## config.mk

```make
export PLATFORM = sky130hd
export DESIGN_NAME = hsv_to_rgb_converter
export DESIGN_NICKNAME = d
export VERILOG_FILES = /design/src/rtl/hsvrgb_pkg.sv /design/src/rtl/hsv_to_rgb_converter.sv /design/src/rtl/hsvrgb_pipe_ctrl.sv /design/src/rtl/hsvrgb_hue_unit.sv /design/src/rtl/hsvrgb_chan_unit.sv
export SDC_FILE = /design/constraint.sdc
export NUM_CORES = 2
export LEC_CHECK = 0
export ABC_CLOCK_PERIOD_IN_PS = 7850
export BUFFER_PORTS_ARGS = -buffer_cell sky130_fd_sc_hd__clkbuf_2
export CAP_MARGIN = 10
export CORE_ASPECT_RATIO = 0.9
export CORE_MARGIN = 3
export CORE_UTILIZATION = 47
export DETAILED_ROUTE_END_ITERATION = 10
export RECOVER_POWER = 25
export SETUP_SLACK_MARGIN = 0.15
export SYNTH_ARGS = -nofsm -noshare
export SYNTH_HDL_FRONTEND = slang
export SYNTH_HIERARCHICAL = 1
export SYNTH_SLANG_ARGS = --single-unit
```

## constraint.sdc

```tcl
create_clock -name i_clk -period 7.85 [get_ports i_clk]
set_input_delay 0.3925 -clock i_clk [delete_from_list [all_inputs] [get_ports i_clk]]
set_output_delay 0.3925 -clock i_clk [all_outputs]
set_load 0.005 [all_outputs]
```

## src/rtl/hsvrgb_pkg.sv

```systemverilog
// Shared constants, types and helpers for the HSV to RGB converter.
package hsvrgb_pkg;

    localparam int HUE_FRAC_BITS = 4;

    localparam int HUE_W = 16;
    localparam int SAT_W = 9;
    localparam int BRT_W = 9;
    localparam int CH_W  = 8;

    localparam int IN_TDATA_W  = ((HUE_W + SAT_W + BRT_W + 7) / 8) * 8;
    localparam int OUT_TDATA_W = ((3 * CH_W + 7) / 8) * 8;

    localparam int SECTOR_W = 60 << HUE_FRAC_BITS;
    localparam int CIRCLE_W = 360 << HUE_FRAC_BITS;

    localparam int HUE_SPAN = 1 << (HUE_W - 1);
    localparam int HUE_BIAS = CIRCLE_W * ((HUE_SPAN + CIRCLE_W - 1) / CIRCLE_W);
    localparam int X_W      = $clog2(HUE_BIAS + HUE_SPAN);

    localparam int SH1  = HUE_FRAC_BITS + 2;
    localparam int Y_W  = X_W - SH1;
    localparam int K1   = Y_W + 4;
    localparam int M1   = (1 << K1) / 15 + 1;
    localparam int M1_W = $clog2(M1 + 1);
    localparam int P1_W = Y_W + M1_W;

    localparam int Q_W  = Y_W - 3;
    localparam int K2   = Q_W + 3;
    localparam int M2   = (1 << K2) / 6 + 1;
    localparam int M2_W = $clog2(M2 + 1);
    localparam int P2_W = Q_W + M2_W;
    localparam int QQ_W = Q_W - 2;

    localparam int SEC_W = 3;
    localparam int OFF_W = $clog2(SECTOR_W + 1);

    localparam int SCALE    = 255;
    localparam int FULL_SAT = 256;
    localparam int LVL_SH   = 8;
    localparam int MIN_SH   = 16;
    localparam int VS_W     = BRT_W + 8;
    localparam int MUL_W    = VS_W + SAT_W;
    localparam int LVL_W    = MUL_W - MIN_SH;

    localparam int P_W   = MUL_W + OFF_W;
    localparam int RSH   = MIN_SH + SH1;
    localparam int T_W   = P_W - RSH;
    localparam int K3    = T_W + 4;
    localparam int M3    = (1 << K3) / 15 + 1;
    localparam int M3_W  = $clog2(M3 + 1);
    localparam int P3_W  = T_W + M3_W;
    localparam int RP_W  = T_W - 3;
    localparam int CHV_W = ((RP_W > LVL_W) ? RP_W : LVL_W) + 1;

    localparam int CH_MAX = 255;

    localparam int NSTAGE = 6;

    typedef enum logic [SEC_W-1:0] {
        SEC_R_TO_Y = 3'd0,
        SEC_Y_TO_G = 3'd1,
        SEC_G_TO_C = 3'd2,
        SEC_C_TO_B = 3'd3,
        SEC_B_TO_M = 3'd4,
        SEC_M_TO_R = 3'd5
    } t_sector;

    function automatic logic [CH_W-1:0] sat_ch(input logic [CHV_W-1:0] val);
        return (val > CHV_W'(CH_MAX)) ? CH_W'(CH_MAX) : val[CH_W-1:0];
    endfunction

endpackage

```

## src/rtl/hsv_to_rgb_converter.sv

```systemverilog
// Top level of the HSV to RGB converter.
// Throughput: one transfer per cycle while the output is not stalled; six pipeline registers with a valid bit each.
// A stalled output fills bubbles first, so input is taken until every stage holds an item.
// Reset (synchronous, active low) clears all valid bits; data registers are not reset.
module hsv_to_rgb_converter (
    input  logic                                i_clk,
    input  logic                                i_rst_n,
    input  logic                                s_axis_tvalid,
    output logic                                s_axis_tready,
    input  logic [hsvrgb_pkg::IN_TDATA_W-1:0]   s_axis_tdata,  // hue, saturation, brightness
    output logic                                m_axis_tvalid,
    input  logic                                m_axis_tready,
    output logic [hsvrgb_pkg::OUT_TDATA_W-1:0]  m_axis_tdata   // red, green, blue
);
    import hsvrgb_pkg::*;

    logic [NSTAGE-1:0]        en;
    logic signed [HUE_W-1:0]  hue;
    logic [SAT_W-1:0]         sat;
    logic [BRT_W-1:0]         brt;
    t_sector                  sector;
    logic [OFF_W-1:0]         ramp_w;
    logic [CH_W-1:0]          red;
    logic [CH_W-1:0]          green;
    logic [CH_W-1:0]          blue;

    assign hue = s_axis_tdata[HUE_W-1:0];
    assign sat = s_axis_tdata[HUE_W+SAT_W-1:HUE_W];
    assign brt = s_axis_tdata[HUE_W+SAT_W+BRT_W-1:HUE_W+SAT_W];

    hsvrgb_pipe_ctrl u_ctrl (
        .i_clk     (i_clk),
        .i_rst_n   (i_rst_n),
        .i_s_valid (s_axis_tvalid),
        .o_s_ready (s_axis_tready),
        .o_m_valid (m_axis_tvalid),
        .i_m_ready (m_axis_tready),
        .o_en      (en)
    );

    hsvrgb_hue_unit u_hue (
        .i_clk    (i_clk),
        .i_en     (en),
        .i_hue    (hue),
        .o_sector (sector),
        .o_ramp_w (ramp_w)
    );

    hsvrgb_chan_unit u_chan (
        .i_clk    (i_clk),
        .i_en     (en),
        .i_sat    (sat),
        .i_brt    (brt),
        .i_sector (sector),
        .i_ramp_w (ramp_w),
        .o_red    (red),
        .o_green  (green),
        .o_blue   (blue)
    );

    assign m_axis_tdata = OUT_TDATA_W'({blue, green, red});

endmodule

```

## src/rtl/hsvrgb_pipe_ctrl.sv

```systemverilog
// Valid bits and per-stage load enables of the conversion pipeline.
module hsvrgb_pipe_ctrl (
    input  logic                        i_clk,
    input  logic                        i_rst_n,
    input  logic                        i_s_valid,
    output logic                        o_s_ready,
    output logic                        o_m_valid,
    input  logic                        i_m_ready,
    output logic [hsvrgb_pkg::NSTAGE-1:0] o_en
);
    import hsvrgb_pkg::*;

    logic [NSTAGE-1:0] r_valid;
    logic [NSTAGE-1:0] n_rdy;

    always_comb begin
        n_rdy[NSTAGE-1] = !r_valid[NSTAGE-1] || i_m_ready;
        for (int k = NSTAGE - 2; k >= 0; k--) begin
            n_rdy[k] = !r_valid[k] || n_rdy[k+1];
        end
    end

    always_ff @(posedge i_clk) begin
        if (!i_rst_n) begin
            r_valid <= '0;
        end else begin
            if (n_rdy[0]) begin
                r_valid[0] <= i_s_valid;
            end
            for (int k = 1; k < NSTAGE; k++) begin
                if (n_rdy[k]) begin
                    r_valid[k] <= r_valid[k-1];
                end
            end
        end
    end

    assign o_en      = n_rdy;
    assign o_s_ready = n_rdy[0];
    assign o_m_valid = r_valid[NSTAGE-1];

    a_reset_clears: assert property (@(posedge i_clk)
        !i_rst_n |=> (r_valid == '0))
        else $error("valid bits not cleared by reset");

    a_stall_blocks_last: assert property (@(posedge i_clk) disable iff (!i_rst_n)
        (r_valid[NSTAGE-1] && !i_m_ready) |-> !o_en[NSTAGE-1])
        else $error("last stage overwritten while stalled");

    a_hold_first: assert property (@(posedge i_clk) disable iff (!i_rst_n)
        (r_valid[0] && !o_en[0]) |=> r_valid[0])
        else $error("stalled item lost in first stage");

    a_hold_mid: assert property (@(posedge i_clk) disable iff (!i_rst_n)
        (r_valid[2] && !o_en[2]) |=> r_valid[2])
        else $error("stalled item lost in middle stage");

    a_advance_last: assert property (@(posedge i_clk) disable iff (!i_rst_n)
        (r_valid[NSTAGE-2] && o_en[NSTAGE-1]) |=> r_valid[NSTAGE-1])
        else $error("item dropped entering output stage");

endmodule

```

## src/rtl/hsvrgb_hue_unit.sv

```systemverilog
// Hue wrap, sector split and in-sector ramp weight over three stages.
module hsvrgb_hue_unit (
    input  logic                               i_clk,
    input  logic [hsvrgb_pkg::NSTAGE-1:0]      i_en,
    input  logic signed [hsvrgb_pkg::HUE_W-1:0] i_hue,
    output hsvrgb_pkg::t_sector                o_sector,
    output logic [hsvrgb_pkg::OFF_W-1:0]       o_ramp_w
);
    import hsvrgb_pkg::*;

    logic [X_W-1:0]   n_x;
    logic [Y_W-1:0]   n_y;
    logic [X_W-1:0]   r_x;
    logic [P1_W-1:0]  r_prod1;

    logic [Q_W-1:0]   n_q;
    logic [Q_W-1:0]   r_q;
    logic [P2_W-1:0]  r_prod2;
    logic [OFF_W-1:0] r_off;

    logic [QQ_W-1:0]  n_qq;
    logic [Q_W-1:0]   n_sec_full;
    logic [SEC_W-1:0] n_sec;
    t_sector          r_sector;
    logic [OFF_W-1:0] r_ramp_w;

    always_comb begin
        n_x        = X_W'(HUE_BIAS + int'(i_hue));
        n_y        = Y_W'(n_x >> SH1);
        n_q        = Q_W'(r_prod1 >> K1);
        n_qq       = QQ_W'(r_prod2 >> K2);
        n_sec_full = r_q - Q_W'(n_qq) * Q_W'(6);
        n_sec      = n_sec_full[SEC_W-1:0];
    end

    always_ff @(posedge i_clk) begin
        if (i_en[0]) begin
            r_x     <= n_x;
            r_prod1 <= P1_W'(n_y) * P1_W'(M1);
        end
        if (i_en[1]) begin
            r_q     <= n_q;
            r_prod2 <= P2_W'(n_q) * P2_W'(M2);
            r_off   <= OFF_W'(r_x - X_W'(n_q) * X_W'(SECTOR_W));
        end
        if (i_en[2]) begin
            r_sector <= t_sector'(n_sec);
            r_ramp_w <= n_sec[0] ? (OFF_W'(SECTOR_W) - r_off) : r_off;
        end
    end

    assign o_sector = r_sector;
    assign o_ramp_w = r_ramp_w;

endmodule

```

## src/rtl/hsvrgb_chan_unit.sv

```systemverilog
// Level products, ramp scaling and per-sector channel select with output stage.
module hsvrgb_chan_unit (
    input  logic                          i_clk,
    input  logic [hsvrgb_pkg::NSTAGE-1:0] i_en,
    input  logic [hsvrgb_pkg::SAT_W-1:0]  i_sat,
    input  logic [hsvrgb_pkg::BRT_W-1:0]  i_brt,
    input  hsvrgb_pkg::t_sector           i_sector,
    input  logic [hsvrgb_pkg::OFF_W-1:0]  i_ramp_w,
    output logic [hsvrgb_pkg::CH_W-1:0]   o_red,
    output logic [hsvrgb_pkg::CH_W-1:0]   o_green,
    output logic [hsvrgb_pkg::CH_W-1:0]   o_blue
);
    import hsvrgb_pkg::*;

    logic [VS_W-1:0]  r_vs1;
    logic [SAT_W-1:0] r_sc;

    logic [MUL_W-1:0] r_vsc2;
    logic [MUL_W-1:0] r_vmin2;
    logic [VS_W-1:0]  r_vs2;

    logic [MUL_W-1:0] r_vsc3;
    logic [LVL_W-1:0] r_max3;
    logic [LVL_W-1:0] r_min3;

    logic [P_W-1:0]   r_p4;
    t_sector          r_sec4;
    logic [LVL_W-1:0] r_max4;
    logic [LVL_W-1:0] r_min4;

    logic [T_W-1:0]   n_t;
    logic [P3_W-1:0]  r_prod5;
    t_sector          r_sec5;
    logic [LVL_W-1:0] r_max5;
    logic [LVL_W-1:0] r_min5;

    logic [CHV_W-1:0] n_ramp;
    logic [CHV_W-1:0] n_max;
    logic [CHV_W-1:0] n_min;
    logic [CHV_W-1:0] n_r;
    logic [CHV_W-1:0] n_g;
    logic [CHV_W-1:0] n_b;
    logic [CH_W-1:0]  r_red;
    logic [CH_W-1:0]  r_green;
    logic [CH_W-1:0]  r_blue;

    always_comb begin
        n_t    = T_W'(r_p4 >> RSH);
        n_ramp = CHV_W'(r_prod5 >> K3) + CHV_W'(r_min5);
        n_max  = CHV_W'(r_max5);
        n_min  = CHV_W'(r_min5);
        unique case (r_sec5)
            SEC_R_TO_Y: begin n_r = n_max;  n_g = n_ramp; n_b = n_min;  end
            SEC_Y_TO_G: begin n_r = n_ramp; n_g = n_max;  n_b = n_min;  end
            SEC_G_TO_C: begin n_r = n_min;  n_g = n_max;  n_b = n_ramp; end
            SEC_C_TO_B: begin n_r = n_min;  n_g = n_ramp; n_b = n_max;  end
            SEC_B_TO_M: begin n_r = n_ramp; n_g = n_min;  n_b = n_max;  end
            default:    begin n_r = n_max;  n_g = n_min;  n_b = n_ramp; end
        endcase
    end

    always_ff @(posedge i_clk) begin
        if (i_en[0]) begin
            r_vs1 <= VS_W'(i_brt) * VS_W'(SCALE);
            r_sc  <= (i_sat > SAT_W'(FULL_SAT)) ? SAT_W'(FULL_SAT) : i_sat;
        end
        if (i_en[1]) begin
            r_vsc2  <= MUL_W'(r_vs1) * MUL_W'(r_sc);
            r_vmin2 <= MUL_W'(r_vs1) * MUL_W'(SAT_W'(FULL_SAT) - r_sc);
            r_vs2   <= r_vs1;
        end
        if (i_en[2]) begin
            r_vsc3 <= r_vsc2;
            r_max3 <= LVL_W'(r_vs2 >> LVL_SH);
            r_min3 <= LVL_W'(r_vmin2 >> MIN_SH);
        end
        if (i_en[3]) begin
            r_p4   <= P_W'(r_vsc3) * P_W'(i_ramp_w);
            r_sec4 <= i_sector;
            r_max4 <= r_max3;
            r_min4 <= r_min3;
        end
        if (i_en[4]) begin
            r_prod5 <= P3_W'(n_t) * P3_W'(M3);
            r_sec5  <= r_sec4;
            r_max5  <= r_max4;
            r_min5  <= r_min4;
        end
        if (i_en[5]) begin
            r_red   <= sat_ch(n_r);
            r_green <= sat_ch(n_g);
            r_blue  <= sat_ch(n_b);
        end
    end

    assign o_red   = r_red;
    assign o_green = r_green;
    assign o_blue  = r_blue;

endmodule

```

==> results.ini <==
[finish]
finalNetCount = 4089
n_fill_cell = 6097
drive_gt1_share_pct = 5.121
final_common_cell = inv_1
area_growth_pct = 6.910
layout.cells.non_filler = 4103
diodes = 0
layout.cells.most_common_list = inv_1 (606), fa_1 (490), ha_1 (395)

[yosys]
synthSimpleGateAreaFrac_pct = 12.41
synth_flop_cell = edfxtp_1
synth_top_family_by_area = adder cells
synth-adder-area-share_pct = 45.24
syn_avg_cell_area_um2 = 10.33
synth-edff-count = 255
ys_warn_count = 6
muxShareOfSynthArea_pct = 0
async_flop_share_pct = 0
synth_compound_area_share_pct = 6.815
ys_types = 79
syn_area_mm2 = 0.03261
ys_seq_area_share_pct = 23.85
synth_xor_area_share_pct = 3.227
syn_inst = 3156
ys_ff_latch = 261
synth_fp_nets = 4085

[placement]
dp_hpwl_mm = 54.38
placed_cells = 4041
io_buffers = 63
gp_congestion = 0.8790

[setup_path]
crit_path_frequent_cell = fa_1
crit_path_start = u_chan/r_sc[5]
worstPathCellList = or4_4 -> or4_4 -> o21ai_4 -> or2_2 -> fa_1 -> fa_1 -> inv_1 -> fa_1 -> fa_1 -> inv_1 -> fa_1 -> inv_1 -> ha_1 -> a21o_1 -> a21oi_1 -> o21ai_0 -> a211oi_1 -> nor2_1 -> o31ai_1 -> or4b_2 -> o311ai_0
cpPeakStageDelay_ps = 620
rr_startpoint = u_chan/r_sc[5]
crit_required_ps = 8250
crit_path_top_delay_cell = or4b_2
worst_ep_arrival_time_ps = 7690
crit_path_max_fanout = 18
worst-setup-path-type = reg2reg
setup.worst_path.end_class = flop
cp-start-kind = flop

[timing]
rsz0062_at_grt = false
fin_crit_ps = 7292
hold_violations = 0
finalSetupTns_ps = 0
clock.fmax_mhz = 137.1
period_share_pct = 92.89
maxSlewHeadroom_pct = 23.61
skew_ps = 71.39
final-max-slew-violation-count = 0
worst_pin_slew_ps = 1146
finalSetupViolations = 0

[worst_hold_path]
hp-start = s_axis_tdata[19]
holdCritPathClass = in2reg

[die]
fp.dieW_um = 283.7
floorplan.die.height_um = 255.9
ioPinCount = 70
initial_core_util_pct = 48.02
fp.coreArea_mm2 = 0.06790
die_area_mm2 = 0.07258
rows = 90

[run_status]
status = finished clean

[routing]
vias = 21420
dr.pass1.iters = 5
drtAntennaViolNets = 0
drc = 0
drt_iter0_drc = 1074
wl_per_cell_um = 16.94
drt_wl_total_mm = 69.50
viasPerCell = 5.219

[global_route]
grt_max_degree = 61
antenna_found_initial = 0
grt_pass1_wl_mm = 117.9
grt_pass1_vias = 23470
track_usage_pct = 19.67
grt.overflow.total = 0

[clock_tree]
cts_tree = done
cts.sinks = 261
cts_buffer_depth = 3
root_buffer = clkbuf_16
cts_inserted_buffers = 30
cts_setup_buffers = 0
insertion_delay_ps = 610
path_clk_slew_ps = 60
cts-htree-levels = 1

[flow_run]
max_cap_viol_count = 0

==> through the flow <==
stage	util, %	worst slack [ps]	hold slack [ps]	cell area (µm²)
floorplan	-	959.3	400.3	32610
global placement	49.79	638.1	400.8	33810
detailed placement	49.79	612.6	404.5	33810
CTS	51.37	556.1	38.27	34880
global route	51.34	152.7	69.02	34860
finish	51.34	558.2	89.77	34860
==> metal layers <==
layer	vias up	wire [µm]	track usage, %
met2	433	34130	33.77
li1	10110	-	-
met1	10780	31030	27.10
met3	98	2799	1.915
met5	-	0	0
met4	0	1534	4.595
==> final timing paths <==
kind | to | slack, ps | cells after the start
min | u_chan/r_sc[3] | 90 | 2
max | u_chan/r_vmin2[19] | 560 | 21
min reg2reg | u_chan/r_vsc3[12] | 410 | 0
max reg2reg | u_chan/r_vmin2[19] | 560 | 21
==> layout make-up <==
type | count | area [µm²] | share of cell area (%)
Multi-Input combinational cell | 2163 | 22090 | 63.36
Sequential cell | 261 | 7777 | 22.31
Inverter | 609 | 2286 | 6.557
Tap cell | 920 | 1151 | 3.302
Clock buffer | 33 | 762.0 | 2.186
Timing Repair Buffer | 95 | 556.8 | 1.597
Clock inverter | 22 | 241.5 | 0.6927
==> kinds of logic after synthesis <==
family,count (synthesis)
adder cells (fa/ha/maj),885
AND/OR/NAND/NOR,832
buffers and inverters,732
AO/OA/AOI/OAI,328
flip-flops,261
XOR/XNOR,118
==> Yosys cell counts (11+ instances only) <==
master      n  area, µm²
a211oi_1   12      90.09
a21o_1     32      240.2
a21oi_1    77      385.4
a22oi_1    19      142.6
a31oi_1    11      68.82
and2_1    215       1345
clkbuf_1  115      431.7
edfxtp_1  255       7657
fa_1      490       9809
ha_1      395       4942
inv_1     607       2278
nand2_1   389       1460
nand3_1    30      150.1
nand4_1    12      75.07
nor2_1     76      285.3
nor2b_1    24      150.1
nor3_1     17      85.08
o211ai_1   14      105.1
o21a_1     12      90.09
o21ai_0    56      280.3
o22ai_1    15      93.84
or2_2      11      68.82
xnor2_1    83      727.0
xor2_1     34      297.8
==> registers in the layout, summed over array words and instances, names as in the netlist, 6 cells and up <==
register	count
u_chan/o_red	8
u_hue/o_ramp_w	10
u_chan/r_prod5	11
u_chan/o_blue	8
u_chan/r_sc	9
u_ctrl/r_valid	6
u_chan/r_min4	10
u_hue/r_x	10
u_hue/r_prod1	8
u_chan/r_vs1	17
u_chan/r_min5	10
u_chan/r_max4	9
u_chan/r_max3	9
u_chan/r_p4	14
u_chan/r_min3	10
u_hue/r_off	10
u_chan/r_vsc2	26
u_chan/r_vs2	9
u_chan/r_vsc3	26
u_chan/r_vmin2	10
u_chan/r_max5	9
u_chan/o_green	8
==> critical path, delay by kind of cell (launching register included) <==
family / cells / cell delay, ps
adders and majority gates: 6 / 2870
and+or+nand+nor: 5 / 2010
AOI/OAI and AO/OA: 7 / 1660
DFF: 1 / 380
buffers and inverters: 3 / 160
==> timing repair <==
item	4_1_cts	5_1_grt
hold endpoints to repair	7	0
hold buffers	7	0
gates resized for setup	0	0
Power is left out: the tool's default activity adds up to more than one toggle a clock period on the data nets, which glitch-free logic cannot reach.
